File: src/hw/rtl/taylor_exp_approximator_assert.svh
// Assertion macros for the exp Taylor-series block.
// Used by taylor_exp_approximator.sv; no other dependencies.
`ifndef TAYLOR_EXP_APPROXIMATOR_ASSERT_SVH
`define TAYLOR_EXP_APPROXIMATOR_ASSERT_SVH

// Same-cycle implication, checked on every rising edge outside reset.
`define TEA_ASSERT_IMP(lbl, clk, rst_n, ante, cons, msg) \
	lbl: assert property (@(posedge clk) disable iff (!rst_n) (ante) |-> (cons)) \
		else $error(msg);

// Next-cycle implication, checked on every rising edge outside reset.
`define TEA_ASSERT_NXT(lbl, clk, rst_n, ante, cons, msg) \
	lbl: assert property (@(posedge clk) disable iff (!rst_n) (ante) |=> (cons)) \
		else $error(msg);

`endif

File: src/hw/rtl/tea_pkg.sv
// Types, constants, reciprocal table and microcode ROM for the exp Taylor-series block.
// No dependencies; used by taylor_exp_approximator.sv.
`timescale 1ns / 1ps

package tea_pkg;

	// Number format and series limits
	localparam int FRAC_BITS = 24;
	localparam int MAX_TERMS = 32;
	localparam int X_W       = 32;
	localparam int TERM_W    = 64;
	localparam int CNT_W     = 6;
	localparam int K_W       = $clog2(MAX_TERMS + 1);
	localparam int RCP_W     = 32;
	localparam int RCP_FRAC  = 31;

	// Datapath widths derived from the format
	localparam int P1_W  = TERM_W + X_W - FRAC_BITS;   // term*x after rounding shift
	localparam int MA_W  = (P1_W + 1) / 2;             // multiplier operand A
	localparam int MP_W  = MA_W + RCP_W;               // multiplier product
	localparam int ACC_W = MP_W + 1;
	localparam int S1_W  = MP_W + X_W + 1;
	localparam int S2_W  = MP_W + MA_W + 1;
	localparam int Q_W   = S2_W - RCP_FRAC;

	// Microcode program
	localparam int PC_W = 4;
	localparam logic [PC_W-1:0] PC_START = PC_W'(0);
	localparam logic [PC_W-1:0] PC_LOOP  = PC_W'(1);
	localparam logic [PC_W-1:0] PC_FIN   = PC_W'(8);

	typedef struct packed {
		logic signed [X_W-1:0] arg_x;
		logic [CNT_W-1:0]      term_count;
	} tea_req_t;

	typedef struct packed {
		logic signed [TERM_W-1:0] approx;
		logic                     count_error;
		logic                     overflowed;
	} tea_rsp_t;

	// Multiplier operand selection
	typedef enum logic [2:0] {
		MUL_NONE = 3'd0,
		MUL_TLO  = 3'd1,
		MUL_THI  = 3'd2,
		MUL_PLO  = 3'd3,
		MUL_PHI  = 3'd4
	} tea_mul_t;

	// Adder operation
	typedef enum logic [2:0] {
		ALU_NONE    = 3'd0,
		ALU_LOAD_TX = 3'd1,
		ALU_ADD_TX  = 3'd2,
		ALU_LOAD_RC = 3'd3,
		ALU_ADD_RC  = 3'd4
	} tea_alu_t;

	typedef struct packed {
		tea_mul_t mul;
		tea_alu_t alu;
		logic     term_en;
		logic     sum_en;
		logic     loop;
		logic     fin;
	} tea_cw_t;

	// Q1.31 reciprocal round(2^31/k); k = 0 unused
	function automatic logic [RCP_W-1:0] tea_recip(input logic [K_W-1:0] k);
		logic [RCP_W-1:0] r;
		case (k)
			K_W'(1):  r = 32'd2147483648;
			K_W'(2):  r = 32'd1073741824;
			K_W'(3):  r = 32'd715827883;
			K_W'(4):  r = 32'd536870912;
			K_W'(5):  r = 32'd429496730;
			K_W'(6):  r = 32'd357913941;
			K_W'(7):  r = 32'd306783378;
			K_W'(8):  r = 32'd268435456;
			K_W'(9):  r = 32'd238609294;
			K_W'(10): r = 32'd214748365;
			K_W'(11): r = 32'd195225786;
			K_W'(12): r = 32'd178956971;
			K_W'(13): r = 32'd165191050;
			K_W'(14): r = 32'd153391689;
			K_W'(15): r = 32'd143165577;
			K_W'(16): r = 32'd134217728;
			K_W'(17): r = 32'd126322568;
			K_W'(18): r = 32'd119304647;
			K_W'(19): r = 32'd113025455;
			K_W'(20): r = 32'd107374182;
			K_W'(21): r = 32'd102261126;
			K_W'(22): r = 32'd97612893;
			K_W'(23): r = 32'd93368854;
			K_W'(24): r = 32'd89478485;
			K_W'(25): r = 32'd85899346;
			K_W'(26): r = 32'd82595525;
			K_W'(27): r = 32'd79536431;
			K_W'(28): r = 32'd76695845;
			K_W'(29): r = 32'd74051160;
			K_W'(30): r = 32'd71582788;
			K_W'(31): r = 32'd69273666;
			default:  r = '0;
		endcase
		return r;
	endfunction

	// One control word per step. One term takes steps 1..7; step 7 also starts
	// the next term's first multiply, so step 0 runs only for the first term.
	function automatic tea_cw_t tea_ucode(input logic [PC_W-1:0] pc);
		tea_cw_t cw;
		cw.mul     = MUL_NONE;
		cw.alu     = ALU_NONE;
		cw.term_en = 1'b0;
		cw.sum_en  = 1'b0;
		cw.loop    = 1'b0;
		cw.fin     = 1'b0;
		case (pc)
			PC_W'(0): begin
				cw.mul = MUL_TLO;
			end
			PC_W'(1): begin
				cw.mul = MUL_THI;
				cw.alu = ALU_LOAD_TX;
			end
			PC_W'(2): begin
				cw.alu = ALU_ADD_TX;
			end
			PC_W'(3): begin
				cw.mul = MUL_PLO;
			end
			PC_W'(4): begin
				cw.mul = MUL_PHI;
				cw.alu = ALU_LOAD_RC;
			end
			PC_W'(5): begin
				cw.alu = ALU_ADD_RC;
			end
			PC_W'(6): begin
				cw.term_en = 1'b1;
			end
			PC_W'(7): begin
				cw.sum_en = 1'b1;
				cw.mul    = MUL_TLO;
				cw.loop   = 1'b1;
			end
			PC_W'(8): begin
				cw.fin = 1'b1;
			end
			default: begin
				cw.fin = 1'b1;
			end
		endcase
		return cw;
	endfunction

endpackage

File: src/hw/rtl/taylor_exp_approximator.sv
// Truncated Taylor series of exp(x): microcode sequencer, datapath and result register.
// Depends on tea_pkg.sv and taylor_exp_approximator_assert.svh.
//
// Usage:
//  - Request channel req (req_valid/req_stall) carries x in Q8.24 and a term
//    count n; the response channel rsp (rsp_valid/rsp_stall) returns the
//    saturated Q40.24 sum with error and overflow flags. One response per request.
//  - Counts above 32 are clamped to 32; a count of zero returns 0 with
//    count_error set.
//  - One item at a time. Each term runs seven microcode steps on one shared
//    36x32 multiplier (term*x in two halves, then times 1/k in two halves).
//    For n <= 1 the item goes straight to its final step. The next request is
//    taken in the cycle after the result reaches the output register.
//  - The result sits in an output register; req_stall drops while it waits
//    there, so a new item can start under a stalled response. A finished item
//    holds in its last step until the output register is free.
//  - Reset (arst_n low) empties the block: rsp_valid low, req_stall low.
`timescale 1ns / 1ps
`include "taylor_exp_approximator_assert.svh"

module taylor_exp_approximator (
	input  logic              clk,
	input  logic              arst_n,
	input  logic              req_valid,
	output logic              req_stall,
	input  tea_pkg::tea_req_t req,
	output logic              rsp_valid,
	input  logic              rsp_stall,
	output tea_pkg::tea_rsp_t rsp
);

	localparam logic [tea_pkg::ACC_W-1:0] TX_HALF =
		tea_pkg::ACC_W'(1) << (tea_pkg::FRAC_BITS - 1);
	localparam logic [tea_pkg::ACC_W-1:0] RC_HALF =
		tea_pkg::ACC_W'(1) << (tea_pkg::RCP_FRAC - 1);
	localparam logic [tea_pkg::TERM_W-1:0] ONE_FX =
		tea_pkg::TERM_W'(1) << tea_pkg::FRAC_BITS;
	localparam logic [tea_pkg::TERM_W-1:0] POS_MAX =
		{1'b0, {(tea_pkg::TERM_W-1){1'b1}}};
	localparam logic [tea_pkg::TERM_W-1:0] NEG_MIN =
		{1'b1, {(tea_pkg::TERM_W-1){1'b0}}};

	// Control
	logic                        busy_q;
	logic [tea_pkg::PC_W-1:0]    pc_q;
	logic [tea_pkg::K_W-1:0]     k_q;
	logic [tea_pkg::K_W-1:0]     n_q;
	logic                        err_q;
	logic                        ovf_q;
	logic                        rsp_valid_q;
	tea_pkg::tea_rsp_t           rsp_q;
	tea_pkg::tea_cw_t            cw;

	// Datapath
	logic [tea_pkg::X_W-1:0]     xmag_q;
	logic                        xneg_q;
	logic [tea_pkg::TERM_W-1:0]  tmag_q;
	logic                        tneg_q;
	logic [tea_pkg::TERM_W-1:0]  sum_q;
	logic [tea_pkg::MP_W-1:0]    prod_q;
	logic [tea_pkg::ACC_W-1:0]   acc_q;
	logic [tea_pkg::P1_W-1:0]    p1_q;
	logic [tea_pkg::Q_W-1:0]     q_q;

	logic                        req_xfer;
	logic                        out_free;
	logic [tea_pkg::K_W-1:0]     n_clamp;
	logic [tea_pkg::X_W-1:0]     x_bits;
	logic [tea_pkg::MA_W-1:0]    mul_a;
	logic [tea_pkg::RCP_W-1:0]   mul_b;
	logic [tea_pkg::MP_W-1:0]    mul_p;
	logic [tea_pkg::S1_W-1:0]    s1;
	logic [tea_pkg::S2_W-1:0]    s2;
	logic                        t_neg;
	logic [tea_pkg::TERM_W-1:0]  t_limit;
	logic                        t_big;
	logic [tea_pkg::TERM_W-1:0]  t_mag;
	logic [tea_pkg::TERM_W-1:0]  addend;
	logic [tea_pkg::TERM_W-1:0]  s_sum;
	logic                        s_ovf;

	assign req_stall = busy_q;
	assign req_xfer  = req_valid && !busy_q;
	assign out_free  = !rsp_valid_q || !rsp_stall;
	assign rsp_valid = rsp_valid_q;
	assign rsp       = rsp_q;
	assign cw        = tea_pkg::tea_ucode(pc_q);

	// Clamp the count and take the magnitude of x
	assign n_clamp = (req.term_count > tea_pkg::CNT_W'(tea_pkg::MAX_TERMS)) ?
		tea_pkg::K_W'(tea_pkg::MAX_TERMS) : tea_pkg::K_W'(req.term_count);
	assign x_bits  = req.arg_x;

	// Select multiplier operands
	always_comb begin
		case (cw.mul)
			tea_pkg::MUL_TLO: mul_a = tea_pkg::MA_W'(tmag_q[31:0]);
			tea_pkg::MUL_THI: mul_a = tea_pkg::MA_W'(tmag_q[63:32]);
			tea_pkg::MUL_PLO: mul_a = p1_q[tea_pkg::MA_W-1:0];
			tea_pkg::MUL_PHI: mul_a = tea_pkg::MA_W'(p1_q >> tea_pkg::MA_W);
			default:          mul_a = '0;
		endcase
	end

	always_comb begin
		case (cw.mul)
			tea_pkg::MUL_PLO, tea_pkg::MUL_PHI: mul_b = tea_pkg::tea_recip(k_q);
			default:                            mul_b = xmag_q;
		endcase
	end

	assign mul_p = tea_pkg::MP_W'(mul_a) * tea_pkg::MP_W'(mul_b);

	// Combine the two partial products of each multiply
	assign s1 = tea_pkg::S1_W'(acc_q) + (tea_pkg::S1_W'(prod_q) << tea_pkg::X_W);
	assign s2 = tea_pkg::S2_W'(acc_q) + (tea_pkg::S2_W'(prod_q) << tea_pkg::MA_W);

	// Saturate the new term magnitude
	assign t_neg   = tneg_q ^ xneg_q;
	assign t_limit = t_neg ? NEG_MIN : POS_MAX;
	assign t_big   = q_q > tea_pkg::Q_W'(t_limit);
	assign t_mag   = t_big ? t_limit : q_q[tea_pkg::TERM_W-1:0];

	// Signed saturating sum: negate the term through invert plus carry-in
	assign addend = tmag_q ^ {tea_pkg::TERM_W{tneg_q}};
	assign s_sum  = sum_q + addend + tea_pkg::TERM_W'(tneg_q);
	assign s_ovf  = (sum_q[tea_pkg::TERM_W-1] == tneg_q) &&
		(s_sum[tea_pkg::TERM_W-1] != sum_q[tea_pkg::TERM_W-1]);

	// Sequencer and output register
	always_ff @(posedge clk or negedge arst_n) begin
		if (!arst_n) begin
			busy_q      <= 1'b0;
			pc_q        <= tea_pkg::PC_START;
			k_q         <= '0;
			n_q         <= '0;
			rsp_valid_q <= 1'b0;
		end else begin
			// Raise on a finished item, hold while stalled, drop after the transfer
			rsp_valid_q <= (busy_q && cw.fin && out_free) || (rsp_valid_q && rsp_stall);
			if (req_xfer) begin
				busy_q <= 1'b1;
				k_q    <= tea_pkg::K_W'(1);
				n_q    <= n_clamp;
				pc_q   <= (n_clamp <= tea_pkg::K_W'(1)) ? tea_pkg::PC_FIN : tea_pkg::PC_START;
			end else if (busy_q) begin
				if (cw.term_en) begin
					k_q <= k_q + tea_pkg::K_W'(1);
				end
				if (cw.fin) begin
					if (out_free) begin
						busy_q <= 1'b0;
					end
				end else if (cw.loop && (k_q != n_q)) begin
					pc_q <= tea_pkg::PC_LOOP;
				end else begin
					pc_q <= pc_q + tea_pkg::PC_W'(1);
				end
			end
		end
	end

	// Datapath registers
	always_ff @(posedge clk or negedge arst_n) begin
		if (!arst_n) begin
			tneg_q <= 1'b0;
			err_q  <= 1'b0;
			ovf_q  <= 1'b0;
		end else if (req_xfer) begin
			xneg_q <= x_bits[tea_pkg::X_W-1];
			xmag_q <= x_bits[tea_pkg::X_W-1] ? (~x_bits + tea_pkg::X_W'(1)) : x_bits;
			tmag_q <= ONE_FX;
			tneg_q <= 1'b0;
			sum_q  <= (n_clamp == '0) ? '0 : ONE_FX;
			err_q  <= (n_clamp == '0);
			ovf_q  <= 1'b0;
		end else if (busy_q) begin
			if (cw.mul != tea_pkg::MUL_NONE) begin
				prod_q <= mul_p;
			end
			case (cw.alu)
				tea_pkg::ALU_LOAD_TX: acc_q <= tea_pkg::ACC_W'(prod_q) + TX_HALF;
				tea_pkg::ALU_ADD_TX:  p1_q  <= s1[tea_pkg::FRAC_BITS +: tea_pkg::P1_W];
				tea_pkg::ALU_LOAD_RC: acc_q <= tea_pkg::ACC_W'(prod_q) + RC_HALF;
				tea_pkg::ALU_ADD_RC:  q_q   <= s2[tea_pkg::RCP_FRAC +: tea_pkg::Q_W];
				default: begin
				end
			endcase
			if (cw.term_en) begin
				tmag_q <= t_mag;
				tneg_q <= t_neg && (t_mag != '0);
				if (t_big) begin
					ovf_q <= 1'b1;
				end
			end
			if (cw.sum_en) begin
				if (s_ovf) begin
					sum_q <= sum_q[tea_pkg::TERM_W-1] ? NEG_MIN : POS_MAX;
					ovf_q <= 1'b1;
				end else begin
					sum_q <= s_sum;
				end
			end
		end
	end

	// Load the result
	always_ff @(posedge clk) begin
		if (busy_q && cw.fin && out_free && !req_xfer) begin
			rsp_q.approx      <= err_q ? '0 : sum_q;
			rsp_q.count_error <= err_q;
			rsp_q.overflowed  <= err_q ? 1'b0 : ovf_q;
		end
	end

	`TEA_ASSERT_NXT(a_xfer_busy, clk, arst_n, req_xfer, busy_q, "transfer did not start an item")
	`TEA_ASSERT_IMP(a_k_range, clk, arst_n, busy_q && (n_q != '0), k_q <= n_q, "term index passed the count")
	`TEA_ASSERT_IMP(a_neg_zero, clk, arst_n, tneg_q, tmag_q != '0, "negative zero term")
	`TEA_ASSERT_IMP(a_err_rsp, clk, arst_n, rsp_valid_q && rsp_q.count_error,
		rsp_q.approx == '0 && !rsp_q.overflowed, "count error with nonzero result")

endmodule
File: config.mk
export PLATFORM = sky130hd
export DESIGN_NAME = taylor_exp_approximator
export DESIGN_NICKNAME = d
export VERILOG_FILES = /design/src/hw/rtl/tea_pkg.sv /design/src/hw/rtl/taylor_exp_approximator.sv
export VERILOG_INCLUDE_DIRS = /design/src /design/src/hw/rtl
export SDC_FILE = /design/constraint.sdc
export NUM_CORES = 2
export LEC_CHECK = 0
export BUFFER_PORTS_ARGS = -buffer_cell sky130_fd_sc_hd__buf_2
export CAP_MARGIN = 30
export CORE_UTILIZATION = 35
export DETAILED_ROUTE_END_ITERATION = 6
export SYNTH_ARGS = -nofsm -noshare
export SYNTH_HDL_FRONTEND = slang
export SYNTH_SLANG_ARGS = --single-unit
File: constraint.sdc
create_clock -name clk -period 19.3 [get_ports clk]
set_clock_uncertainty 0.05 [all_clocks]
set_input_delay 1.93 -clock clk [delete_from_list [all_inputs] [get_ports clk]]
set_output_delay 1.93 -clock clk [all_outputs]
set_load 0.02 [all_outputs]
Yosys cells after proc, flatten, opt, wreduce, memory -nomap -nowiden
Memories as Yosys holds them, arrays and structs flattened.
Index checks and enable logic that the tools add are counted.
{ "totals": {"register_bits": 531, "latchBits": 0, "mem_bits_rw": 0, "rom_bits": 1024, "in_bits": 42, "out_inout_bits": 68, "n_memories": 1} }
{ "mem_list": {"columns": ["memory", "depth", "word_bits", "read_ports", "rd_ports_with_merged_regs", "write_ports", "line_no", "text"], "rows": [
  ["(name not given)", 32, 32, 1, 0, 0, "tea_pkg.sv:73", "case (k)"]
]} }
{ "classes": {"add_sub_neg": 9, "mul": 1, "n_div": 0, "magnitude_cmp": 3, "n_eq_ne": 18, "n_shift": 0, "mux": 42, "bitwise": 4, "n_reduce_logical": 34} }
{ "ops": {"columns": ["operator", "count"], "rows": [
  ["64-bit two-way mux", 9],
  ["36-bit one-hot mux with 4 select lines", 1],
  ["69-bit one-hot mux with 2 select lines", 1],
  ["69-bit by 104-bit adder with 105-bit output", 1],
  ["69-bit by 96-bit adder with 96-bit output", 1],
  ["74-bit by 64-bit greater-than comparator with 1-bit output", 1],
  ["68-bit by 24-bit adder with 69-bit output, second input constant", 1],
  ["68-bit by 31-bit adder with 69-bit output, second input constant", 1],
  ["36-bit by 32-bit multiplier with 68-bit output", 1],
  ["64-bit by 1-bit adder with 64-bit output", 1],
  ["64-bit adder", 1],
  ["32-bit two-way mux", 2],
  ["64-bit nonzero test", 1],
  ["64-bit bitwise XOR", 1],
  ["32-bit by 1-bit adder with 32-bit output, second input constant", 1],
  ["32-bit inverter", 1],
  ["31-bit two-way mux", 1],
  ["25-bit two-way mux", 1],
  ["6-bit two-way mux", 4],
  ["3-bit one-hot mux with 4 select lines", 2],
  ["4-bit two-way mux", 5],
  ["4-bit by 3-bit equality test with 1-bit output, second input constant", 4],
  ["4-bit AND reduction", 4],
  ["1-bit two-way mux", 15],
  ["26 further kinds", 50]
]} }

Logic depth before layout (Yosys ltp)
{ "depth": {"depth_word": 9, "mapped_depth": 40, "mapped_depth_nobuf": 37} }

Least setup slack after synthesis
OpenSTA, ideal clock, no wires.
{ "synth_timing": {"path_type": "in2reg", "start": "input port arst_n", "end": "register p1_q[0] (netlist name) (enable)", "setup_time_ps": 705, "arrival_ps": 9424, "required_time_ps": 18545, "path_slack_ps": 9121, "cell_stages": 2, "n_path_buf": 0, "cell_sequence": "nand2_1 nor4b_1"} }
{ "synth_between": {"elab_chain_len": 1} }
{ "synth_rtl": {"columns": ["item", "line_no", "text"], "rows": [
  ["from (decl)", "taylor_exp_approximator.sv:23", "input logic arst_n,"],
  ["4-bit AND reduction (no source line)", null, null],
  ["to (signal assigned)", "taylor_exp_approximator.sv:183", "tea_pkg::ALU_ADD_TX: p1_q <= s1[tea_pkg::FRAC_BITS +: tea_pkg::P1_W];"],
  ["to (decl)", "taylor_exp_approximator.sv:62", "logic [tea_pkg::P1_W-1:0] p1_q;"]
]} }
No other way between the ends.
A chain may end at the register's enable or synchronous reset.

Worst setup path in the final report
{ "layout_timing": {"start": "register pc_q[0] (netlist name)", "end": "register prod_q[67] (netlist name) (data pin)"} }
{ "layout_between": {"elab_chain_len": 7, "word_cells_on_any_way": 15, "cone_classes": "mul (1); eq/ne (8); mux (3); reduce/logical (3)"} }
{ "layout_rtl": {"columns": ["item", "line_no", "text"], "rows": [
  ["from (decl)", "taylor_exp_approximator.sv:45", "logic [tea_pkg::PC_W-1:0] pc_q;"],
  ["from (signal assigned)", "taylor_exp_approximator.sv:134", "pc_q <= tea_pkg::PC_START;"],
  ["from (signal assigned)", "taylor_exp_approximator.sv:145", "pc_q <= (n_clamp <= tea_pkg::K_W'(1)) ? tea_pkg::PC_FIN : tea_pkg::PC_START;"],
  ["from (signal assigned)", "taylor_exp_approximator.sv:155", "pc_q <= tea_pkg::PC_LOOP;"],
  ["4-bit by 3-bit equality test with 1-bit output / 4-bit zero test (equally long branches)", "tea_pkg.sv:120", "case (pc)"],
  ["2-bit OR reduction (no source line)", null, null],
  ["3-bit one-hot mux with 4 select lines (*)", "tea_pkg.sv:120", null],
  ["3-bit by 2-bit equality test with 1-bit output / 3-bit equality test (equally long branches)", "taylor_exp_approximator.sv:96, taylor_exp_approximator.sv:106", null],
  ["2-bit OR reduction", "taylor_exp_approximator.sv:106", "case (cw.mul)"],
  ["32-bit two-way mux", "taylor_exp_approximator.sv:106", null],
  ["36-bit by 32-bit multiplier with 68-bit output (*)", "taylor_exp_approximator.sv:112", "assign mul_p = tea_pkg::MP_W'(mul_a) * tea_pkg::MP_W'(mul_b);"],
  ["via mul_p (one bit)", "taylor_exp_approximator.sv:71", "logic [tea_pkg::MP_W-1:0] mul_p;"],
  ["to (signal assigned)", "taylor_exp_approximator.sv:179", "prod_q <= mul_p;"],
  ["to (decl)", "taylor_exp_approximator.sv:60", "logic [tea_pkg::MP_W-1:0] prod_q;"]
]} }
The timed path passes the listed nets; every way through them passes the cells marked *.

==> impl_metrics.json <==
{
  "syn_to_final_growth_pct": 8.17,
  "setup_ws_ps": 7980,
  "worstHoldPathType": "flop to flop",
  "gp_congestion": 0.973,
  "timing.final.crit_share_pct": 58.7,
  "end_kind": "flop",
  "drc_errors": 0,
  "drive_above_1_share_pct": 6.17,
  "path_common_cell": "fa_1",
  "cts_resized": 0,
  "synth_most_common_cell": "inv_1",
  "synth_common_cells": "1164 x inv_1, 1019 x fa_1, 945 x nand2_1",
  "period_minus_slack_ps": 11320,
  "cp_slowest_cell": "a22o_1",
  "cts.clk_slew.worst_paths_ps": 60,
  "cts-hold-fix-buffers": 0,
  "yosysTopAreaCell": "fa_1",
  "grt_max_degree": 73,
  "die_area_um2": 196000,
  "ys.flop_type": "edfxtp_1",
  "worst_pin_slew_ps": 1080,
  "post-route-util_pct": 38.2,
  "crit_arrival_ps": 11680,
  "synth-simple-area-share_pct": 13.6,
  "grt-ovfl-total": 0,
  "first_pass_iters": 6,
  "synth_compound_area_share_pct": 11.6,
  "synth-adder-area-share_pct": 38.8,
  "ff2ff_path_depth": 35,
  "synthXorXnorAreaFrac_pct": 5.04,
  "viasPerCell": 5.49,
  "hold_end": "p1_q[5]",
  "timing.rr.start": "pc_q[0]",
  "place_ws_ps": 8140,
  "timing.rr.end": "prod_q[67]",
  "cts_buffers": 56,
  "yosys-top-cells-area": "fa_1 30%, edfxtp_1 21%, ha_1 8.8%",
  "drt-total-wl_um": 230000,
  "dr.first_iter.drc_count": 5336,
  "synth_edf_count": 486,
  "syn_area_um2": 68100,
  "outcome": "finished clean",
  "clock.fmax_mhz": 88.3,
  "relSlewSlack_pct": 27.7,
  "synth_top_family_by_area": "adder cells",
  "die_w_um": 443,
  "ant_nets": 0,
  "avgSynthCellArea_um2": 9.33,
  "rsz0062_at_grt": "false",
  "synth_top_area_share_pct": 30.0,
  "r2r_slack_ps": 7980,
  "async_flop_share_pct": 4.14,
  "placementRows": 161,
  "synth_cells": 7301,
  "die_h_um": 443,
  "crit_required_ps": 19650,
  "muxShareOfSynthArea_pct": 0.103,
  "tns_ps": 0,
  "start_util_pct": 35.3,
  "postCtsSetupRepairBufs": 0,
  "grt_pass1_wl_um": 347000,
  "grt_pass1_vias": 54070,
  "synth_warnings": 0,
  "worstHoldStart": "acc_q[29]",
  "boundaryPins": 110,
  "num_vias": 53687,
  "cts_max_level": 2,
  "path_max_fanout": 52,
  "core_area_um2": 193000,
  "slew_violations": 0,
  "fin_nets": 8751,
  "yosysUniqueCellTypes": 99,
  "buffer_ports.inserted": 109,
  "cts_tree": "done",
  "dp_hpwl_um": 184000,
  "insertion_delay_ps": 710,
  "path_class": "flop to flop",
  "finalHoldViolCount": 0,
  "antenna_found_initial": 6,
  "yosysSeqAreaShare_pct": 22.2,
  "finalSetupViolCount": 0,
  "grtUsageTotal_pct": 23.3,
  "whs_path_depth": 0,
  "start_kind": "flop",
  "wl_per_cell_um": 23.5,
  "clockRootBuffer": "clkbuf_16",
  "maxCapViolCount": 0,
  "worst_path_largest_cell_delay_ps": 910,
  "clock_path_buffers": 3,
  "synth-seq-cells": 507,
  "syn_nets": 8842,
  "clkSinkCount": 507
}
[logic make-up after synthesis]
logic type,Yosys count
simple gates,2126
buf+inv,1558
fa+ha+maj,1500
compound gates,1213
flops,507
xor+xnor,392
mux,5
[layout by cell type, fill, tap and decap left out, types with 20 or more instances in the layout]
| cell | instances |
|---|---|
| o211ai_1 | 20 |
| a21o_1 | 166 |
| nand2b_1 | 26 |
| a211oi_1 | 22 |
| a221oi_2 | 23 |
| edfxtp_1 | 486 |
| a31oi_1 | 30 |
| buf_2 | 108 |
| nand3_1 | 88 |
| o21ai_0 | 271 |
| and3_1 | 27 |
| o21a_1 | 36 |
| nor4_1 | 39 |
| xor2_1 | 184 |
| and2_1 | 43 |
| nor2b_1 | 96 |
| clkbuf_16 | 57 |
| inv_1 | 1164 |
| nor2_1 | 641 |
| nand4_1 | 80 |
| a21oi_1 | 340 |
| a22o_1 | 48 |
| ha_1 | 480 |
| xnor2_1 | 207 |
| a221oi_1 | 21 |
| nor3_1 | 59 |
| o21bai_1 | 37 |
| nand2_1 | 944 |
| a221o_1 | 34 |
| buf_4 | 134 |
| fa_1 | 1019 |
[area by class of cell]
cell class,count,area [um2]
Tap cell,2526,3160
Antenna cell,1,2.50
Timing Repair Buffer,244,1600
Sequential cell,507,15100
Inverter,1165,4370
Clock inverter,46,515
Multi-Input combinational cell,5236,47500
Clock buffer,59,1430
Fill cell,19215,119000
[worst max path at each step]
stage | slack [ps] | endpoint | from | depth (start not counted)
after global routing | 7420 | prod_q[64] | pc_q[1] | 34
after CTS | 8090 | prod_q[67] | pc_q[0] | 35
after global placement | 8360 | prod_q[67] | pc_q[0] | 34
after floorplan | 9120 | p1_q[0] | arst_n | 2
after detailed placement | 8140 | prod_q[67] | pc_q[0] | 35
final | 7980 | prod_q[67] | pc_q[0] | 35
[stage by stage]
stage / std cells / hold slack (ps) / cell area (um2)
finish: 9784 / 370 / 73700
floorplan: 7301 / 350 / 68100
global placement: 9675 / 355 / 71700
CTS: 9782 / 370 / 73600
global route: 9784 / 378 / 73700
detailed placement: 9677 / 355 / 71700
[worst max-delay path, delay by kind of cell, from the launching register on]
kind	cells	cell delay, ps
AND/OR/NAND/NOR	6	1250
adder cells (fa/ha/maj)	10	4910
flip-flops	1	440
XOR/XNOR	1	90
AO/OA/AOI/OAI	10	2960
buffers and inverters	8	1290
[sequential cells by signal, summed over array words and instances, names as in the netlist]
name / flops
n_q: 6
sum_q: 64
xneg_q: 1
tmag_q: 64
xmag_q: 32
k_q: 6
p1_q: 72
prod_q: 68
req_stall: 1
pc_q: 4
rsp: 66
err_q: 1
acc_q: 45
tneg_q: 1
ovf_q: 1
q_q: 74
rsp_valid: 1
[routing by layer]
layer / track usage, % / share of wire, % / wire (um)
met1: 31.7 / 41 / 94700
met2: 36.8 / 46 / 105000
met3: 4.54 / 9.2 / 21200
met4: 8.29 / 4.0 / 9170
met5: 0 / 0 / 0
Power is not shown: default switching activity piles up to over one toggle a cycle in this logic, so the estimate is an artifact.
